[src/rtl/core/vgar_pkg.sv]
// Shared types, port codes and sizes for the VGA register and DAC port block.
package vgar_pkg;

    // Default bank and palette sizes.
    localparam int CRT_REG_COUNT_DEF   = 32;
    localparam int GFX_REG_COUNT_DEF   = 8;
    localparam int SEQ_REG_COUNT_DEF   = 8;
    localparam int PALETTE_ENTRIES_DEF = 256;

    // Depth of the command queue between decode and execution.
    localparam int QUEUE_DEPTH = 2;

    // Access kinds.
    localparam logic OP_WRITE = 1'b0;
    localparam logic OP_READ  = 1'b1;

    // Implemented I/O ports.
    localparam logic [9:0] PORT_SEQ_IDX  = 10'h3c4;
    localparam logic [9:0] PORT_SEQ_DAT  = 10'h3c5;
    localparam logic [9:0] PORT_MASK     = 10'h3c6;
    localparam logic [9:0] PORT_PAL_RIDX = 10'h3c7;
    localparam logic [9:0] PORT_PAL_WIDX = 10'h3c8;
    localparam logic [9:0] PORT_PAL_DAT  = 10'h3c9;
    localparam logic [9:0] PORT_GFX_IDX  = 10'h3ce;
    localparam logic [9:0] PORT_GFX_DAT  = 10'h3cf;
    localparam logic [9:0] PORT_CRT_IDX  = 10'h3d4;
    localparam logic [9:0] PORT_CRT_DAT  = 10'h3d5;

    // The hidden DAC register is reached after this many mask reads in a row.
    localparam logic [2:0] MASK_ARM_COUNT = 3'd4;

    // Palette color components.
    localparam logic [1:0] COMP_RED   = 2'd0;
    localparam logic [1:0] COMP_GREEN = 2'd1;
    localparam logic [1:0] COMP_BLUE  = 2'd2;

    // Port class produced by the decoder.
    typedef enum logic [3:0] {
        PC_NONE,
        PC_SEQ_IDX,
        PC_SEQ_DAT,
        PC_GFX_IDX,
        PC_GFX_DAT,
        PC_CRT_IDX,
        PC_CRT_DAT,
        PC_MASK,
        PC_PAL_RIDX,
        PC_PAL_WIDX,
        PC_PAL_DAT
    } port_class_t;

    // One decoded access as it waits in the queue.
    typedef struct packed {
        logic        op;
        port_class_t pclass;
        logic [7:0]  write_data;
    } cmd_t;

    // Write strobes for one index/data bank.
    typedef struct packed {
        logic idx_we;
        logic dat_we;
    } bank_ctl_t;

    // Execution unit states.
    typedef enum logic {
        BK_IDLE,
        BK_PAL_READ
    } back_state_t;

endpackage

[src/rtl/core/vgar_req_if.sv]
// Request channel carrying one I/O access.
interface vgar_req_if;
    logic       valid;
    logic       ready;
    logic       op;
    logic [9:0] port_address;
    logic [7:0] write_data;

    modport source (output valid, output op, output port_address, output write_data,
                    input ready);
    modport sink (input valid, input op, input port_address, input write_data,
                  output ready);
endinterface

[src/rtl/core/vgar_front.sv]
// Front end: accepts accesses, classifies the port address and feeds the queue.
module vgar_front (
    vgar_req_if.sink        req,
    output logic            push_valid,
    output vgar_pkg::cmd_t  push_cmd,
    input  logic            push_ready
);

    vgar_pkg::port_class_t pclass;

    // Map the port address onto the class of register it reaches.
    always_comb
    begin
        unique case (req.port_address)
            vgar_pkg::PORT_SEQ_IDX:  pclass = vgar_pkg::PC_SEQ_IDX;
            vgar_pkg::PORT_SEQ_DAT:  pclass = vgar_pkg::PC_SEQ_DAT;
            vgar_pkg::PORT_GFX_IDX:  pclass = vgar_pkg::PC_GFX_IDX;
            vgar_pkg::PORT_GFX_DAT:  pclass = vgar_pkg::PC_GFX_DAT;
            vgar_pkg::PORT_CRT_IDX:  pclass = vgar_pkg::PC_CRT_IDX;
            vgar_pkg::PORT_CRT_DAT:  pclass = vgar_pkg::PC_CRT_DAT;
            vgar_pkg::PORT_MASK:     pclass = vgar_pkg::PC_MASK;
            vgar_pkg::PORT_PAL_RIDX: pclass = vgar_pkg::PC_PAL_RIDX;
            vgar_pkg::PORT_PAL_WIDX: pclass = vgar_pkg::PC_PAL_WIDX;
            vgar_pkg::PORT_PAL_DAT:  pclass = vgar_pkg::PC_PAL_DAT;
            default:                 pclass = vgar_pkg::PC_NONE;
        endcase
    end

    // A transfer happens whenever a request is valid and the queue has room.
    assign push_valid          = req.valid;
    assign req.ready           = push_ready;
    assign push_cmd.op         = req.op;
    assign push_cmd.pclass     = pclass;
    assign push_cmd.write_data = req.write_data;

endmodule

[src/flat_wrapper.sv]
// flat-port wrapper written by rule: the top's interface ports become plain ports
module vgar_front_flat 
  (push_valid, push_cmd, push_ready, req_valid, req_op, req_port_address, req_write_data, req_ready);
  vgar_req_if req_i ();
  output logic push_valid;
  output vgar_pkg::cmd_t push_cmd;
  input  logic push_ready;
  input wire logic [$bits(req_i.valid)-1:0] req_valid;
  input wire logic [$bits(req_i.op)-1:0] req_op;
  input wire logic [$bits(req_i.port_address)-1:0] req_port_address;
  input wire logic [$bits(req_i.write_data)-1:0] req_write_data;
  output wire logic [$bits(req_i.ready)-1:0] req_ready;
  assign req_i.valid = req_valid;
  assign req_i.op = req_op;
  assign req_i.port_address = req_port_address;
  assign req_i.write_data = req_write_data;
  assign req_ready = req_i.ready;
  vgar_front u_core (.req(req_i), .push_valid(push_valid), .push_cmd(push_cmd), .push_ready(push_ready));
endmodule
[config.mk]
export PLATFORM = sky130hd
export DESIGN_NAME = vgar_front_flat
export DESIGN_NICKNAME = d
export VERILOG_FILES = /design/src/rtl/core/vgar_pkg.sv /design/src/rtl/core/vgar_req_if.sv /design/src/rtl/core/vgar_front.sv /design/src/flat_wrapper.sv
export SDC_FILE = /design/constraint.sdc
export NUM_CORES = 1
export LEC_CHECK = 0
export ABC_AREA = 1
export BUFFER_PORTS_ARGS = -buffer_cell sky130_fd_sc_hd__buf_2
export CAP_MARGIN = 20
export CORE_AREA = 2 2 39 41
export DETAILED_ROUTE_END_ITERATION = 16
export DIE_AREA = 0 0 41 43
export PLACE_DENSITY_LB_ADDON = 0.15
export SETUP_SLACK_MARGIN = 0.05
export SLEW_MARGIN = 25
export SYNTH_ARGS = -nofsm -noshare
export SYNTH_HDL_FRONTEND = slang
export SYNTH_SLANG_ARGS = --single-unit
[constraint.sdc]
create_clock -name vclk -period 0.8
set_input_delay 0.08 -clock vclk [all_inputs]
set_output_delay 0.08 -clock vclk [all_outputs]
set_load 0.02 [all_outputs]
## Word level (Yosys, flattened, before mapping)

Cells that the tools add are included.

- Bits in registers: 0
- Output and inout bits: 15

- Eq/ne operators: 10
- Muxes and demuxes: 1

Operator list:

| cell | count |
|---|---|
| $eq 10x10->1 const B | 10 |
| $pmux 4 s10 | 1 |

## Depth between registers and ports, before layout

Gate-level depths: netlist of run 1.

- Word-level depth: 2
- Depth in mapped cells: 7

## Worst setup path after synthesis of run 1

OpenSTA, ideal clock, no wires.

- Path kind: input to output
- From: input port req_port_address[3]
- To: output port push_cmd[11] (netlist name)
- Data arrival time: 0.694 ns
- Setup slack: 0.026 ns
- Stages: 5
- Cells stage by stage: inv_1 -> nand2_1 -> nor2_4 -> nand2_1 -> o21ai_1

RTL lines:

| what | line | source |
|---|---|---|
| from (decl) | flat_wrapper.sv:10 | `input wire logic [$bits(req_i.port_address)-1:0] req_port_address;` |
| to (decl) | flat_wrapper.sv:6 | `output vgar_pkg::cmd_t push_cmd;` |

==> results.py, run 1 <==
metrics = {
    "die": {
        "dieArea_um2": 1760,
        "io_pins": 36,
        "start_util_pct": 21.7,
        "die_w_um": 41,
        "row_count": 14,
        "die_y_um": 43,
        "core_area_um2": 1380,
    },
    "grt": {
        "grt_pass1_vias": 350,
        "grt_pass1_wl_um": 1370,
        "antenna_found_initial": 0,
        "track_usage_pct": 10.3,
        "grt_max_degree": 5,
        "grt-ovfl-total": 0,
    },
    "run": {
        "drv_cap": 0,
    },
    "cells_and_area": {
        "fin_nets": 86,
        "drive_above_1_share_pct": 73.0,
        "nClkBuffers": 0,
        "n_antenna_cell": 0,
        "design.seq.count": 0,
        "fillers": 154,
        "seqCellArea_um2": 0,
        "syn_to_final_growth_pct": 75.0,
        "final_cell_area_um2": 526,
    },
    "setup_path": {
        "cp_max_fo": 3,
        "critPathRequiredTime_ns": 0.72,
        "startpoint_type": "input port",
        "crit_type": "in2out",
        "startpoint": "req_port_address[8]",
        "crit_path_end_kind": "primary output",
        "arrival_ns": 0.87,
    },
    "routing": {
        "vias_per_cell": 4.33,
        "drt_iter0_markers": 2,
        "drc": 0,
        "drt_wl_total_um": 758,
        "antenna_left": 0,
        "num_vias": 342,
        "avgRoutedWirePerCell_um": 9.59,
        "drtPass1Iterations": 2,
    },
    "cts": {
        "cts_hold_buf": 0,
    },
    "placed_design": {
        "pre_cts_ws_ns": -0.201,
        "hpwl_um": 552,
        "io_buffers": 14,
        "gp_congestion": 0.727,
        "post_dp_cell_area_um2": 352,
    },
    "timing": {
        "hold_viol": 0,
        "fmax_mhz": 1060,
        "period_share_pct": 118,
        "setup_viol": 4,
        "worst_slew_pin_slew_ns": 0.263,
        "fin_crit_ns": 0.945,
        "rsz0062_at_grt": "true",
        "finalSetupTns_ns": -0.449,
        "slew_viol_final": 0,
        "maxSlewHeadroom_pct": 82.4,
        "setup_slack_ns": -0.145,
    },
    "pwr": {
        "irDropWorstVdd_uv": 113,
        "cellPowerDensity_nw_per_um2": 343,
        "finalPower_mw": 0.181,
        "power_leakage_nw": 0.254,
    },
    "synthesis": {
        "syn_inst": 54,
        "syn_nets": 75,
        "yosys.area.top_type": "buf_4",
        "seq_area_frac_synth_pct": 0,
        "synth_area_um2": 300,
        "synth_cell_type_count": 14,
        "yosys_warnings": 0,
        "ys_top_cells_by_area": "buf_4 (27%), inv_1 (11%), nand3_1 (10%), nand2_1 (10%), nor2_1 (7.5%)",
        "synthDominantCellAreaShare_pct": 27.5,
        "yosysMostFrequentCell": "buf_4",
        "yosys-top-cells-count": "buf_4 (11), inv_1 (9), nand2_1 (8)",
        "syn_avg_cell_area_um2": 5.56,
    },
    "worst_hold_path": {
        "min-delay-start": "req_write_data[1]",
        "worst_hold_path_type": "in2out",
    },
    "status": {
        "outcome": "finished, violations left",
        "violations": "setup timing",
    },
}
power breakdown:
group	switching, mW	internal (mW)	leakage [nW]
logic	0.0887	0.0918	0.254
clock network	0	0	0
registers	0	0	0
total	0.0887	0.0918	0.254
critical path, stage by stage:
cell and delay (ns):
buf_8 0.09, nand2_8 0.06, nor3_4 0.22, nand3_2 0.10
and2_4 0.15, nand2_2 0.05, buf_6 0.11
worst paths after layout:
kind | end | cells after the start
hold / removal | push_cmd[1] | 0
setup / recovery | push_cmd[10] | 7
layer usage:
layer / up-vias / track usage [%] / wire length [um]
met5: - / 0 / 0
met3: 0 / 0 / 65
met2: 8 / 17.2 / 374
met4: 0 / 2.67 / 0
li1: 178 / - / -
met1: 156 / 14.0 / 318
what timing repair did:
| action | in CTS | in global routing |
|---|---|---|
| setup buffers | 1 | 0 |
| pin swaps | 9 | 7 |
| endpoints found under the setup margin | 4 | 4 |
| resized for setup | 46 | 3 |
cell type report:
type               instances  area [um2]  area share, %
multi-input cells         33         264           50.2
repair buffers            20         199           37.9
inverters                 10        42.5           8.10
well taps                 16        20.0           3.81
cells in the final DEF, fill, tap and decap left out, types with 2 or more instances in the layout:
cell	instances
buf_2	3
buf_4	5
buf_6	9
buf_8	3
inv_1	4
inv_2	5
nand2_1	2
nand2_2	5
nand3_1	3
nand3_2	3
nor2_1	4
nor2_4	5
o211ai_1	3
o21ai_2	2
logic make-up after synthesis:
group	count (synthesis)	share of synthesized area, %
AO/OA/AOI/OAI	5	10.8
buffers and inverters	21	40.0
AND/OR/NAND/NOR	28	49.2
per-stage QoR:
stage | instances | util (%) | hold WS [ns]
3_3_place_gp | 78 | 25.4 | 0.160
2_1_floorplan | 54 | - | 0.273
6_report | 79 | 38.0 | 0.160
3_5_place_dp | 78 | 25.4 | 0.160
5_1_grt | 79 | 38.0 | 0.160
4_1_cts | 79 | 37.2 | 0.160
(Power assumes the default switching activity.)
==> run 2: changes to the inputs <==
--- a/config.mk
+++ b/config.mk
@@ -11,7 +11,6 @@
 export CORE_AREA = 2 2 39 41
 export DETAILED_ROUTE_END_ITERATION = 16
 export DIE_AREA = 0 0 41 43
-export PLACE_DENSITY_LB_ADDON = 0.15
 export SETUP_SLACK_MARGIN = 0.05
 export SLEW_MARGIN = 25
 export SYNTH_ARGS = -nofsm -noshare
==> run 2 against run 1 <==
The flow still finishes with violations (setup timing). Maximum frequency increased by 2.3%. Sequential cell count unchanged. Critical path depth decreased by 1. Sequential share of layout area unchanged. Combinational power increased by 3%. Routed wire length increased by 5.3%. Largest cell class unchanged. Power increased by 3.5%. Cell count decreased by 2.5%. Count of clock-buffer cells in the layout unchanged.
==> results.py, run 2 (same netlist as run 1, synthesis figures left out) <==
metrics = {
    "grt": {
        "grt_pass1_wl_um": 1120,
        "met3_usage_pct": 0,
        "grt_pass1_vias": 327,
        "met2_usage_pct": 14.7,
        "grt_max_degree": 5,
        "grt-ovfl-total": 0,
        "track_usage_pct": 8.60,
        "busiest_layer": "met2",
        "antenna_found_initial": 0,
        "grtUsageMet1_pct": 9.84,
    },
    "setup_path": {
        "cp.buffers_inverters": 3,
        "max_stage_delay_ns": 0.20,
        "cp_top_family": "buffers and inverters",
        "startpoint_type": "input port",
        "cp_num_cells": 6,
        "crit_slowest_cell": "nor3_4",
        "crit_path_end_kind": "primary output",
        "crit_type": "in2out",
        "crit_chain": "buf_8 -> nor3_4 -> buf_4 -> o211ai_1 -> nand3_1 -> buf_6",
        "arrival_ns": 0.84,
        "critPathRequiredTime_ns": 0.72,
        "cp_max_fo": 4,
    },
    "routing": {
        "drt_iter0_markers": 4,
        "vias_per_cell": 4.65,
        "drc": 0,
        "antenna_left": 0,
        "drt_wl_total_um": 798,
        "num_vias": 358,
        "avgRoutedWirePerCell_um": 10.4,
        "drtPass1Iterations": 4,
    },
    "cells_and_area": {
        "final_cell_area_um2": 543,
        "syn_to_final_growth_pct": 80.8,
        "layout.cells.most_common": "buf_6",
        "design.seq.count": 0,
        "drive_above_1_share_pct": 77.0,
        "n_antenna_cell": 0,
        "final_cell_mix": "buf_6 (11), nor2_2 (6)",
        "seqCellArea_um2": 0,
        "fin_cells": 77,
        "fillers": 147,
        "fin_nets": 84,
        "nClkBuffers": 0,
    },
    "timing": {
        "fin_crit_ns": 0.924,
        "rsz0062_at_grt": "true",
        "setup_slack_ns": -0.124,
        "slew_viol_final": 0,
        "holdWs_ns": 0.160,
        "worst_slew_pin_slew_ns": 0.230,
        "maxSlewHeadroom_pct": 84.6,
        "hold_viol": 0,
        "period_share_pct": 115,
        "fmax_mhz": 1080,
        "setup_viol": 4,
    },
    "placed_design": {
        "post_dp_cell_area_um2": 322,
        "hpwl_um": 577,
        "io_buffers": 14,
        "gp_congestion": 0.817,
        "dpl.cell_count": 74,
    },
    "pwr": {
        "power_leakage_nw": 0.266,
        "irDropWorstVdd_uv": 142,
        "cellPowerDensity_nw_per_um2": 344,
    },
    "die": {
        "die_y_um": 43,
        "die_w_um": 41,
        "row_count": 14,
        "io_pins": 36,
        "core_area_um2": 1380,
        "start_util_pct": 21.7,
        "dieArea_um2": 1760,
    },
    "run": {
        "drv_cap": 0,
    },
    "cts": {
        "cts_hold_buf": 0,
    },
    "worst_hold_path": {
        "whs_path_depth": 0,
        "worst_hold_path_type": "in2out",
    },
    "status": {
        "outcome": "finished, violations left",
        "violations": "setup timing",
    },
}
## run 2: power by group
part / total (mW) / internal [mW] / switching, mW
combinational: 0.187 / 0.0973 / 0.0895
clock: 0 / 0 / 0
sequential: 0 / 0 / 0
total: 0.187 / 0.0973 / 0.0895
## run 2: final timing paths
kind	slack [ns]	startpoint	to
max	-0.12	req_port_address[0]	push_cmd[8]
min	0.16	req_op	push_cmd[12]
## run 2: metrics by stage
| step | setup TNS [ns] | setup WS, ns | power, mW | utilization [%] |
|---|---|---|---|---|
| 2_1_floorplan | 0 | 0.0394 | 0.126 | - |
| 3_3_place_gp | -0.582 | -0.206 | 0.0908 | 23.2 |
| 3_5_place_dp | -0.635 | -0.214 | 0.0928 | 23.2 |
| 4_1_cts | -0.471 | -0.146 | 0.130 | 31.1 |
| 5_1_grt | -0.537 | -0.160 | 0.199 | 39.2 |
| 6_report | -0.371 | -0.124 | 0.187 | 39.2 |
## run 2: final cells by class
cell class	instances	area, um2	share of cell area (%)
inverters	10	42.5	7.83
well taps	16	20.0	3.69
multi-input cells	33	274	50.5
repair buffers	18	206	38.0
## run 2: routing by layer
layer  up-vias  wire (um)
li1        178          -
met1       161        226
met2        16        469
met3         3         84
met4         0         17
met5         -          0
## run 2: timing repair
action                                  CTS  global route
gates resized for setup                  30            27
pin swaps                                14            15
setup buffers                             1             2
cloned                                    0             0
endpoints found under the setup margin    4             4
