**config.mk**
```make
export PLATFORM = sky130hd
export DESIGN_NAME = vgar_queue
export DESIGN_NICKNAME = d
export VERILOG_FILES = /design/src/rtl/core/vgar_pkg.sv /design/src/rtl/core/vgar_queue.sv
export SDC_FILE = /design/constraint.sdc
export NUM_CORES = 1
export LEC_CHECK = 0
export BUFFER_PORTS_ARGS = -buffer_cell sky130_fd_sc_hd__buf_2
export CELL_PAD_IN_SITES_DETAIL_PLACEMENT = 1
export CELL_PAD_IN_SITES_GLOBAL_PLACEMENT = 1
export CORE_ASPECT_RATIO = 2
export CORE_UTILIZATION = 41
export DETAILED_ROUTE_END_ITERATION = 16
export PLACE_DENSITY = 0.83
export SLEW_MARGIN = 25
export SYNTH_ARGS = -nofsm -noshare
export SYNTH_HDL_FRONTEND = slang
export SYNTH_SLANG_ARGS = --single-unit
```
**constraint.sdc**
```tcl
create_clock -name clk -period 1.7 [get_ports clk]
set_input_delay 0 -clock clk [delete_from_list [all_inputs] [get_ports clk]]
set_output_delay 0 -clock clk [all_outputs]
set_load 0.005 [all_outputs]
```
**src/rtl/core/vgar_pkg.sv**
```systemverilog
// Shared types, port codes and sizes for the VGA register and DAC port block.
package vgar_pkg;

    // Default bank and palette sizes.
    localparam int CRT_REG_COUNT_DEF   = 32;
    localparam int GFX_REG_COUNT_DEF   = 8;
    localparam int SEQ_REG_COUNT_DEF   = 8;
    localparam int PALETTE_ENTRIES_DEF = 256;

    // Depth of the command queue between decode and execution.
    localparam int QUEUE_DEPTH = 2;

    // Access kinds.
    localparam logic OP_WRITE = 1'b0;
    localparam logic OP_READ  = 1'b1;

    // Implemented I/O ports.
    localparam logic [9:0] PORT_SEQ_IDX  = 10'h3c4;
    localparam logic [9:0] PORT_SEQ_DAT  = 10'h3c5;
    localparam logic [9:0] PORT_MASK     = 10'h3c6;
    localparam logic [9:0] PORT_PAL_RIDX = 10'h3c7;
    localparam logic [9:0] PORT_PAL_WIDX = 10'h3c8;
    localparam logic [9:0] PORT_PAL_DAT  = 10'h3c9;
    localparam logic [9:0] PORT_GFX_IDX  = 10'h3ce;
    localparam logic [9:0] PORT_GFX_DAT  = 10'h3cf;
    localparam logic [9:0] PORT_CRT_IDX  = 10'h3d4;
    localparam logic [9:0] PORT_CRT_DAT  = 10'h3d5;

    // The hidden DAC register is reached after this many mask reads in a row.
    localparam logic [2:0] MASK_ARM_COUNT = 3'd4;

    // Palette color components.
    localparam logic [1:0] COMP_RED   = 2'd0;
    localparam logic [1:0] COMP_GREEN = 2'd1;
    localparam logic [1:0] COMP_BLUE  = 2'd2;

    // Port class produced by the decoder.
    typedef enum logic [3:0] {
        PC_NONE,
        PC_SEQ_IDX,
        PC_SEQ_DAT,
        PC_GFX_IDX,
        PC_GFX_DAT,
        PC_CRT_IDX,
        PC_CRT_DAT,
        PC_MASK,
        PC_PAL_RIDX,
        PC_PAL_WIDX,
        PC_PAL_DAT
    } port_class_t;

    // One decoded access as it waits in the queue.
    typedef struct packed {
        logic        op;
        port_class_t pclass;
        logic [7:0]  write_data;
    } cmd_t;

    // Write strobes for one index/data bank.
    typedef struct packed {
        logic idx_we;
        logic dat_we;
    } bank_ctl_t;

    // Execution unit states.
    typedef enum logic {
        BK_IDLE,
        BK_PAL_READ
    } back_state_t;

endpackage

```
**src/rtl/core/vgar_queue.sv**
```systemverilog
// Short FIFO of decoded commands between the front end and the execution unit.
module vgar_queue (
    input  logic            clk,
    input  logic            rst_n,
    input  logic            push_valid,
    input  vgar_pkg::cmd_t  push_cmd,
    output logic            push_ready,
    output logic            pop_valid,
    output vgar_pkg::cmd_t  pop_cmd,
    input  logic            pop_ready
);

    localparam int PW = (vgar_pkg::QUEUE_DEPTH > 1) ? $clog2(vgar_pkg::QUEUE_DEPTH) : 1;
    localparam int CW = $clog2(vgar_pkg::QUEUE_DEPTH + 1);

    vgar_pkg::cmd_t entries_reg [vgar_pkg::QUEUE_DEPTH];
    logic [PW-1:0]  wr_ptr_reg, wr_ptr_next;
    logic [PW-1:0]  rd_ptr_reg, rd_ptr_next;
    logic [CW-1:0]  count_reg, count_next;
    logic           do_push, do_pop;

    assign push_ready = (count_reg != CW'(vgar_pkg::QUEUE_DEPTH));
    assign pop_valid  = (count_reg != '0);
    assign pop_cmd    = entries_reg[rd_ptr_reg];
    assign do_push    = push_valid && push_ready;
    assign do_pop     = pop_valid && pop_ready;

    // Pointer and fill count update.
    always_comb
    begin
        wr_ptr_next = wr_ptr_reg;
        rd_ptr_next = rd_ptr_reg;
        count_next  = count_reg;
        if (do_push)
        begin
            wr_ptr_next = (wr_ptr_reg == PW'(vgar_pkg::QUEUE_DEPTH - 1)) ? '0
                                                                         : wr_ptr_reg + 1'b1;
        end
        if (do_pop)
        begin
            rd_ptr_next = (rd_ptr_reg == PW'(vgar_pkg::QUEUE_DEPTH - 1)) ? '0
                                                                         : rd_ptr_reg + 1'b1;
        end
        if (do_push && !do_pop)
        begin
            count_next = count_reg + 1'b1;
        end
        else if (do_pop && !do_push)
        begin
            count_next = count_reg - 1'b1;
        end
    end

    always_ff @(posedge clk or negedge rst_n)
    begin
        if (!rst_n)
        begin
            wr_ptr_reg <= '0;
            rd_ptr_reg <= '0;
            count_reg  <= '0;
        end
        else
        begin
            wr_ptr_reg <= wr_ptr_next;
            rd_ptr_reg <= rd_ptr_next;
            count_reg  <= count_next;
        end
    end

    // Entry storage needs no reset.
    always_ff @(posedge clk)
    begin
        if (do_push)
        begin
            entries_reg[wr_ptr_reg] <= push_cmd;
        end
    end

endmodule

```
Word-level counts from Yosys, hierarchy flattened
Memory sizes are Yosys's and may differ from the RTL's.
Cells that the tools add are included.
{"block": "op_classes", "n_shift": 0, "multipliers": 0, "n_addsub": 4, "reduce_logical": 8, "n_mux": 6, "magnitude_cmp": 0, "n_bitwise": 0, "div": 0, "eq_ne": 1}
{"op": "logical AND 1 bit", "count": 4}
{"op": "two-way mux 1 bit", "count": 4}
{"op": "two-way mux 2 bit", "count": 2}
{"op": "nonzero test 2 bit", "count": 2}
{"op": "adder 1 bit (second input constant)", "count": 2}
{"op": "adder 2 x 1 -> 2 bit (second input constant)", "count": 1}
{"op": "zero test 1 bit", "count": 2}
{"op": "!= test 2 bit (second input constant)", "count": 1}
{"op": "subtractor 2 x 1 -> 2 bit (second input constant)", "count": 1}
{"block": "word_totals", "ff_bits": 4, "romBits": 0, "ram_bits": 26, "in_bits": 17, "latch_bits": 0, "mem_count": 1, "elab_cells": 23}
{"memory": "entries_reg", "words": 2, "width": 13, "read_ports": 1, "rd_clocked_by_memory_dff": 0, "write_ports": 1, "line": "vgar_queue.sv:16", "source": "vgar_pkg::cmd_t entries_reg [vgar_pkg::QUEUE_DEPTH];"}

Logic depth before layout (Yosys ltp)
Gate-level depths: netlist of run 1.
{"block": "logic_depth", "ltp_word": 6, "ltp_mapped": 7}

Worst setup path before layout of run 1
OpenSTA, ideal clock, no wires.
{"block": "synth_timing", "path_kind": "register to register", "from": "register count_reg[0]", "to": "memory entries_reg[0][0] (netlist bit), enable pin", "stages_incl_launch_ff": 4, "setup_ps": 382, "t_required_ps": 1318, "path_slack_ps": 111, "t_arrival_ps": 1207, "n_path_buf": 0, "synth_period_minus_slack_ps": 1589, "cell_sequence": "dfrtp_1 -> nand2b_4 -> nand2_1 -> nor2_1"}
{"block": "synth_via", "elab_chain_len": 4}
{"item": "start, declared", "line": "vgar_queue.sv:19", "source": "logic [CW-1:0] count_reg, count_next;"}
{"item": "start signal, assigned", "line": "vgar_queue.sv:66", "source": "count_reg <= count_next;"}
{"item": "!= test 2 bit", "line": "vgar_queue.sv:22", "source": "assign push_ready = (count_reg != CW'(vgar_pkg::QUEUE_DEPTH));"}
{"item": "via push_ready", "line": "vgar_queue.sv:7", "source": "output logic push_ready,"}
{"item": "logical AND 1 bit", "line": "vgar_queue.sv:25", "source": "assign do_push = push_valid && push_ready;"}
{"item": "two-way mux 1 bit", "line": "vgar_queue.sv:73", "source": "if (do_push)"}
{"item": "two-way mux 1 bit (implied by the code)", "line": "vgar_queue.sv:75", "source": "entries_reg[wr_ptr_reg] <= push_cmd;"}
{"item": "end, declared", "line": "vgar_queue.sv:16"}
The timed path passes the listed nets, and every way through them passes these cells.

Worst setup path after layout of run 1
{"block": "layout_timing", "from": "register count_reg[0]", "to": "register count_reg[1]"}
{"block": "layout_via", "elab_chain_len": 5}
{"item": "!= test 2 bit (*)", "line": "vgar_queue.sv:22"}
{"item": "logical AND 1 bit (*)", "line": "vgar_queue.sv:25"}
{"item": "via do_push", "line": "vgar_queue.sv:20", "source": "logic do_push, do_pop;"}
{"item": "zero test 1 bit", "line": "vgar_queue.sv:48", "source": "else if (do_pop && !do_push)"}
{"item": "logical AND 1 bit", "line": "vgar_queue.sv:48"}
{"item": "nonzero test 2 bit (no line)"}
The timed path passes the listed nets; every way through them passes the cells marked *. The select of a mux whose other input is x is not followed.
A chain may end at the register's enable or synchronous reset.

==> load_flow_metrics.sql, run 1 <==
INSERT INTO impl_metrics (metric_group, metric, value, unit) VALUES
('final_layout', 'num_antenna_cells', '0', ''),
('synthesis', 'syn_nets', '76', ''),
('timing', 'finalHoldWorstSlack', '0.00589', 'ns'),
('power', 'power-per-cell-area', '1570', 'nW/um^2'),
('synthesis', 'synth_cell_type_count', '14', ''),
('worst_setup_path', 'critPathKind', 'reg -> reg', ''),
('detailed_routing', 'via_density_per_instance', '4.74', ''),
('worst_setup_path', 'crit_required', '1.90', 'ns'),
('grt', 'global_route.peak_usage_layer', 'met2', ''),
('final_layout', 'finalInstanceArea', '1580', 'um^2'),
('power', 'worst_ir_drop_vdd', '0.827', 'mV'),
('detailed_routing', 'remaining_drc_errors', '0', ''),
('worst_setup_path', 'critPathLaunchType', 'flop', ''),
('detailed_routing', 'drtIter0Drc', '16', ''),
('clock_tree', 'tritoncts.num_buffers', '5', ''),
('status', 'run_status', 'finished clean', ''),
('power', 'power.share.combinational', '31.5', '%'),
('clock_tree', 'deepest_clock_path_buffer_count', '2', ''),
('grt', 'grt_start_max_net_pins', '14', ''),
('detailed_routing', 'ant_nets', '0', ''),
('timing', 'skew', '0.00219', 'ns'),
('power', 'netsw', '0.697', 'mW'),
('worst_setup_path', 'reg2reg_slack', '0.22', 'ns'),
('timing', 'maxSlewViolCount', '0', ''),
('grt', 'overall_track_demand_over_capacity_in_global_routing', '19.5', '%'),
('worst_hold_path', 'timing.hold.worst.class', 'in -> reg', ''),
('floorplanning', 'die_area', '3020', 'um^2'),
('place', 'portBuffers', '31', ''),
('synthesis', 'syn-cell-area', '1140', 'um^2'),
('worst_setup_path', 'crit_path_end_kind', 'flop', ''),
('timing', 'fin_crit', '1.48', 'ns'),
('power', 'internal-power', '1.78', 'mW'),
('clock_tree', 'cts_tree', 'built', ''),
('grt', 'global_route.usage.met3', '5.20', '%'),
('grt', 'grt_antenna_before_repair', '0', ''),
('floorplanning', 'die_width', '39.4', 'um'),
('floorplanning', 'fp.dieH', '76.7', 'um'),
('timing', 'worst_slew_pin_slew', '0.230', 'ns'),
('worst_setup_path', 'timing.critical_path.arrival', '1.68', 'ns'),
('run', 'maxCapViolCount', '0', ''),
('power', 'power.share.sequential', '45.7', '%'),
('synthesis', 'syn_area_per_cell', '19.7', 'um^2'),
('timing', 'fin_crit_sh', '87.3', '%'),
('power', 'leakage_component_of_the_power', '0.639', 'nW'),
('grt', 'vias_in_the_first_global_route', '779', ''),
('timing', 'relSlewSlack', '84.6', '%'),
('final_layout', 'design.final.nets', '130', ''),
('floorplanning', 'fp.coreArea', '2600', 'um^2'),
('grt', 'grtUsageMet2', '33.2', '%'),
('final_layout', 'commonest_non_fill_non_tap_cells_in_the_layout', 'buf_2, edfxtp_1, dlygate4sd3_1', ''),
('final_layout', 'proportion_of_layout_cells_with_a_drive_suffix_above_1', '50.4', '%'),
('power', 'power_frac_clock', '22.8', '%'),
('place', 'gp_routability_congestion', '0.714', ''),
('synthesis', 'post_synth_inst_count', '58', ''),
('worst_setup_path', 'cp_max_fo', '4', ''),
('clock_tree', 'h_tree_level_count', '2', ''),
('place', 'detailed_place.area', '1350', 'um^2'),
('floorplanning', 'design.portCount', '32', ''),
('timing', 'hold_viol', '0', ''),
('timing', 'setup-violations-final', '0', ''),
('final_layout', 'area_delta_synth_final', '37.8', '%'),
('floorplanning', 'initial_core_util', '44.0', '%'),
('grt', 'overflow', '0', ''),
('grt', 'use_met1', '20.8', '%'),
('detailed_routing', 'avgRoutedWirePerCell', '16.5', 'um'),
('floorplanning', 'placementRows', '26', ''),
('power', 'power.switching_fraction', '28.1', '%'),
('synthesis', 'synth.yosys.seq_area_share', '76.9', '%'),
('clock_tree', 'cts.sinks', '30', ''),
('detailed_routing', 'route.final.wire_length', '2.32', 'mm'),
('final_layout', 'layout_commonest_cell', 'buf_2', '');
[worst max-delay path: stages (launching register included)]
cell	delay (ns)
dfrtp_1	0.43
nand2b_4	0.17
nand2_1	0.12
inv_1	0.06
ha_1	0.21
xor2_1	0.15
nor2_1	0.12
xor2_1	0.16
[synthesized netlist by cell type]
master    count  area, um^2
and3_1        1        6.26
buf_6         1        11.3
dfrtp_1       4         100
edfxtp_1     26         781
ha_1          1        12.5
inv_1         1        3.75
mux2_2       13         146
nand2_1       1        3.75
nand2_2       1        6.26
nand2b_4      1        13.8
nor2_1        2        7.51
or2_4         1        8.76
xnor2_1       3        26.3
xor2_1        2        17.5
[cell families after synthesis]
kind of cell / count (synthesis) / synth area share, %
multiplexers: 13 / 12.8
AND/OR/NAND/NOR: 7 / 4.04
buffers and inverters: 2 / 1.31
adder cells (fa/ha/maj): 1 / 1.09
flip-flops: 30 / 76.9
XOR/XNOR: 5 / 3.83
[final cells by class]
cell class	instances	area, um^2
Fill cell	263	1020
Sequential cell	30	881
Timing Repair Buffer	48	318
Multi-Input combinational cell	26	249
Clock buffer	7	86.3
Tap cell	28	35.0
Clock inverter	1	5.00
Inverter	1	3.75
[power groups by stage]
stage	Sequential, mW	Combinational, mW	Clock [mW]
after floorplan	1.11	0.487	0
after global placement	1.12	0.724	0
after detailed placement	1.15	0.761	0
after CTS	1.14	0.794	0.569
after global routing	1.15	0.850	0.609
final	1.13	0.781	0.564
[layer usage]
| metal | vias up | part of all wire (%) |
|---|---|---|
| li1 | 320 | - |
| met1 | 325 | 36 |
| met2 | 19 | 59 |
| met3 | 4 | 3.2 |
| met4 | 0 | 1.7 |
| met5 | - | 0 |
[worst paths after layout]
| check | from | endpoint | cells past startpoint |
|---|---|---|---|
| worst max-delay path | count_reg[0] | count_reg[1] | 7 |
| worst min-delay path | pop_ready | rd_ptr_reg | 3 |
| worst max register to register | count_reg[0] | count_reg[1] | 7 |
| worst min register to register | wr_ptr_reg | wr_ptr_reg | 1 |
| max in group asynchronous | rst_n | count_reg[0] | 2 |
| min in group asynchronous | rst_n | rd_ptr_reg | 2 |
[repair_timing]
item                                   CTS  global route
endpoints found under the hold margin   30             0
buffers inserted                         0             0
hold buffers                            14             0
[metrics by stage]
step | instances | util [%]
2_1_floorplan | 58 | -
3_3_place_gp | 119 | 51.7
3_5_place_dp | 119 | 51.7
4_1_cts | 141 | 60.6
5_1_grt | 141 | 60.6
6_report | 141 | 60.6
(Power assumes the default switching activity.)
==> inputs of run 2 (changes only) <==
--- a/config.mk
+++ b/config.mk
@@ -11,7 +11,7 @@
 export CORE_ASPECT_RATIO = 2
 export CORE_UTILIZATION = 41
 export DETAILED_ROUTE_END_ITERATION = 16
-export PLACE_DENSITY = 0.83
+export PLACE_DENSITY_LB_ADDON = 0.1
 export SLEW_MARGIN = 25
 export SYNTH_ARGS = -nofsm -noshare
 export SYNTH_HDL_FRONTEND = slang
==> constraint.sdc (replaced) <==
create_clock -name clk -period 1.7 [get_ports clk]
set_input_delay 0 -clock clk [delete_from_list [all_inputs] [get_ports clk]]
set_output_delay 0 -clock clk [all_outputs]
set_load 0.1 [all_outputs]
==> run 2 against run 1 <==
  * Setup slack lost 0.10 ns
  * Via count is 4.2% higher
  * Final area is 1.5% higher
  * Worst hold slack improved by 0.050 ns
  * Core utilization increased by 0.91 points
  * Non-clock buffer count grew 2
  * Register-to-register slack barely moved
  * Clock skew rose by 0.0048 ns
  * Die area stayed put
  * Critical path type is now reg -> out
==> load_flow_metrics.sql, run 2 (same netlist as run 1, synthesis figures left out) <==
INSERT INTO impl_metrics (metric_group, metric, value, unit) VALUES
('final_layout', 'area_delta_synth_final', '39.9', '%'),
('detailed_routing', 'vias', '696', ''),
('clock_tree', 'clock_insertion_delay_worst_skew', '0.28', 'ns'),
('floorplanning', 'fp.dieH', '76.7', 'um'),
('place', 'portBuffers', '31', ''),
('detailed_routing', 'via_density_per_instance', '4.87', ''),
('grt', 'overflow', '0', ''),
('clock_tree', 'cts_setup_buffers', '0', ''),
('timing', 'fin_crit_sh', '93.4', '%'),
('place', 'placed_cells', '120', ''),
('detailed_routing', 'remaining_drc_errors', '0', ''),
('timing', 'fmax', '0.630', 'GHz'),
('clock_tree', 'tritoncts.num_buffers', '5', ''),
('timing', 'hold_viol', '0', ''),
('final_layout', 'largest_reg_flops', '26', ''),
('place', 'gp_routability_congestion', '0.618', ''),
('detailed_routing', 'drt_pre_antenna_iters', '3', ''),
('worst_setup_path', 'critPathKind', 'reg -> out', ''),
('status', 'run_status', 'finished clean', ''),
('timing', 'fin_setup_tns', '0', 'ns'),
('floorplanning', 'placementRows', '26', ''),
('timing', 'worst_slew_pin_slew', '0.496', 'ns'),
('timing', 'skew', '0.00703', 'ns'),
('grt', 'overall_track_demand_over_capacity_in_global_routing', '18.5', '%'),
('worst_setup_path', 'crit_path_end_kind', 'output port', ''),
('final_layout', 'proportion_of_layout_cells_with_a_drive_suffix_above_1', '51.3', '%'),
('final_layout', 'commonest_non_fill_non_tap_cells_in_the_layout', 'buf_2, edfxtp_1, dlygate4sd3_1', ''),
('final_layout', 'instances_no_fill', '143', ''),
('clock_tree', 'deepest_clock_path_buffer_count', '2', ''),
('final_layout', 'design.final.nets', '132', ''),
('worst_setup_path', 'regToRegStartpoint', 'count_reg[0]', ''),
('run', 'maxCapViolCount', '0', ''),
('floorplanning', 'design.portCount', '32', ''),
('clock_tree', 'cts.sinks', '30', ''),
('final_layout', 'layout_commonest_cell', 'buf_2', ''),
('clock_tree', 'clk_transition_reported_paths', '0.06', 'ns'),
('clock_tree', 'root_buffer', 'clkbuf_8', ''),
('detailed_routing', 'ant_nets', '0', ''),
('clock_tree', 'cts_tree', 'built', ''),
('worst_setup_path', 'timing.reg2reg.worst_path_depth', '7', ''),
('worst_setup_path', 'critPathLaunchType', 'flop', ''),
('worst_setup_path', 'reg2reg_slack', '0.22', 'ns'),
('clock_tree', 'h_tree_level_count', '2', ''),
('detailed_routing', 'avgRoutedWirePerCell', '15.5', 'um'),
('floorplanning', 'initial_core_util', '44.0', '%'),
('worst_setup_path', 'crit_required', '1.70', 'ns'),
('timing', 'relSlewSlack', '67.2', '%'),
('floorplanning', 'die_area', '3020', 'um^2'),
('grt', 'grt_first_pass_wirelength', '3.64', 'mm'),
('timing', 'fin_crit', '1.59', 'ns'),
('final_layout', 'num_antenna_cells', '0', ''),
('detailed_routing', 'drtIter0Drc', '7', ''),
('grt', 'vias_in_the_first_global_route', '805', ''),
('floorplanning', 'die_width', '39.4', 'um'),
('grt', 'grt_antenna_before_repair', '0', ''),
('worst_setup_path', 'timing.critical_path.arrival', '1.59', 'ns'),
('place', 'dp_hpwl', '1.55', 'mm'),
('grt', 'grt_start_max_net_pins', '14', ''),
('detailed_routing', 'route.final.wire_length', '2.22', 'mm'),
('final_layout', 'layout.core_utilization', '61.5', '%'),
('timing', 'setup-violations-final', '0', ''),
('timing', 'maxSlewViolCount', '0', ''),
('worst_setup_path', 'cp_max_fo', '7', ''),
('worst_setup_path', 'regToRegEndpoint', 'count_reg[1]', ''),
('worst_hold_path', 'timing.hold.worst.class', 'in -> async', ''),
('floorplanning', 'fp.coreArea', '2600', 'um^2'),
('timing', 'grt_setup_unrepaired', 'false', '');
## run 2: changes by cell type in the layout (fill, tap and decap cells not counted)
cell / change
clkinv_1: +1
nor2_2: +1
dfrtp_2: +1
nor2_1: -1
buf_12: +1
dfrtp_1: -1
clkbuf_8: -1
dlygate4sd3_1: +1
## run 2: worst max-delay path, cell delays in order, from the launching register on
cell and delay [ns]:
dfrtp_2 0.48, buf_4 0.19, mux2_2 0.23, buf_2 0.42
## run 2: stage by stage
step / worst slack (ns) / hold WS, ns / instance area, um^2
global route: 0.0590 / 0.0488 / 1600
finish: 0.113 / 0.0556 / 1600
detailed placement: 0.199 / -0.187 / 1370
global placement: 0.293 / -0.186 / 1370
CTS: 0.0118 / 0.0429 / 1600
floorplan: 0.0473 / -0.296 / 1150
## run 2: worst max-delay path by stage
stage,start,to,slack (ns),cells after the start
6_report,rd_ptr_reg,pop_cmd[5],0.11,3
3_3_place_gp,count_reg[0],count_reg[1],0.29,6
5_1_grt,rd_ptr_reg,pop_cmd[4],0.06,3
2_1_floorplan,count_reg[0],entries_reg[0][0],0.05,3
3_5_place_dp,count_reg[0],count_reg[1],0.20,6
4_1_cts,rd_ptr_reg,pop_cmd[5],0.01,3
## run 2: per-layer routing
layer / wire (um) / GRT usage (%) / up-vias
met5: 0 / 0 / -
met2: 1310 / 31.0 / 22
met3: 99 / 6.07 / 6
li1: - / - / 327
met4: 51 / 10.3 / 0
met1: 762 / 18.6 / 341
## run 2: cell type report
| cell class | count | area [um^2] |
|---|---|---|
| Multi-Input combinational cell | 26 | 251 |
| Fill cell | 275 | 1000 |
| Timing Repair Buffer | 50 | 348 |
| Inverter | 1 | 3.75 |
| Clock buffer | 6 | 72.6 |
| Sequential cell | 30 | 882 |
| Tap cell | 28 | 35.0 |
| Clock inverter | 2 | 8.76 |
## run 2: timing repair
item	in CTS	in global routing
hold buffers	15	0
hold endpoints to repair	31	0
endpoints found under the setup margin	0	6
resized for setup	0	1
Power of run 2 is left out: the tool's default activity adds up to more than one toggle a clock period on the data nets, which glitch-free logic cannot reach.
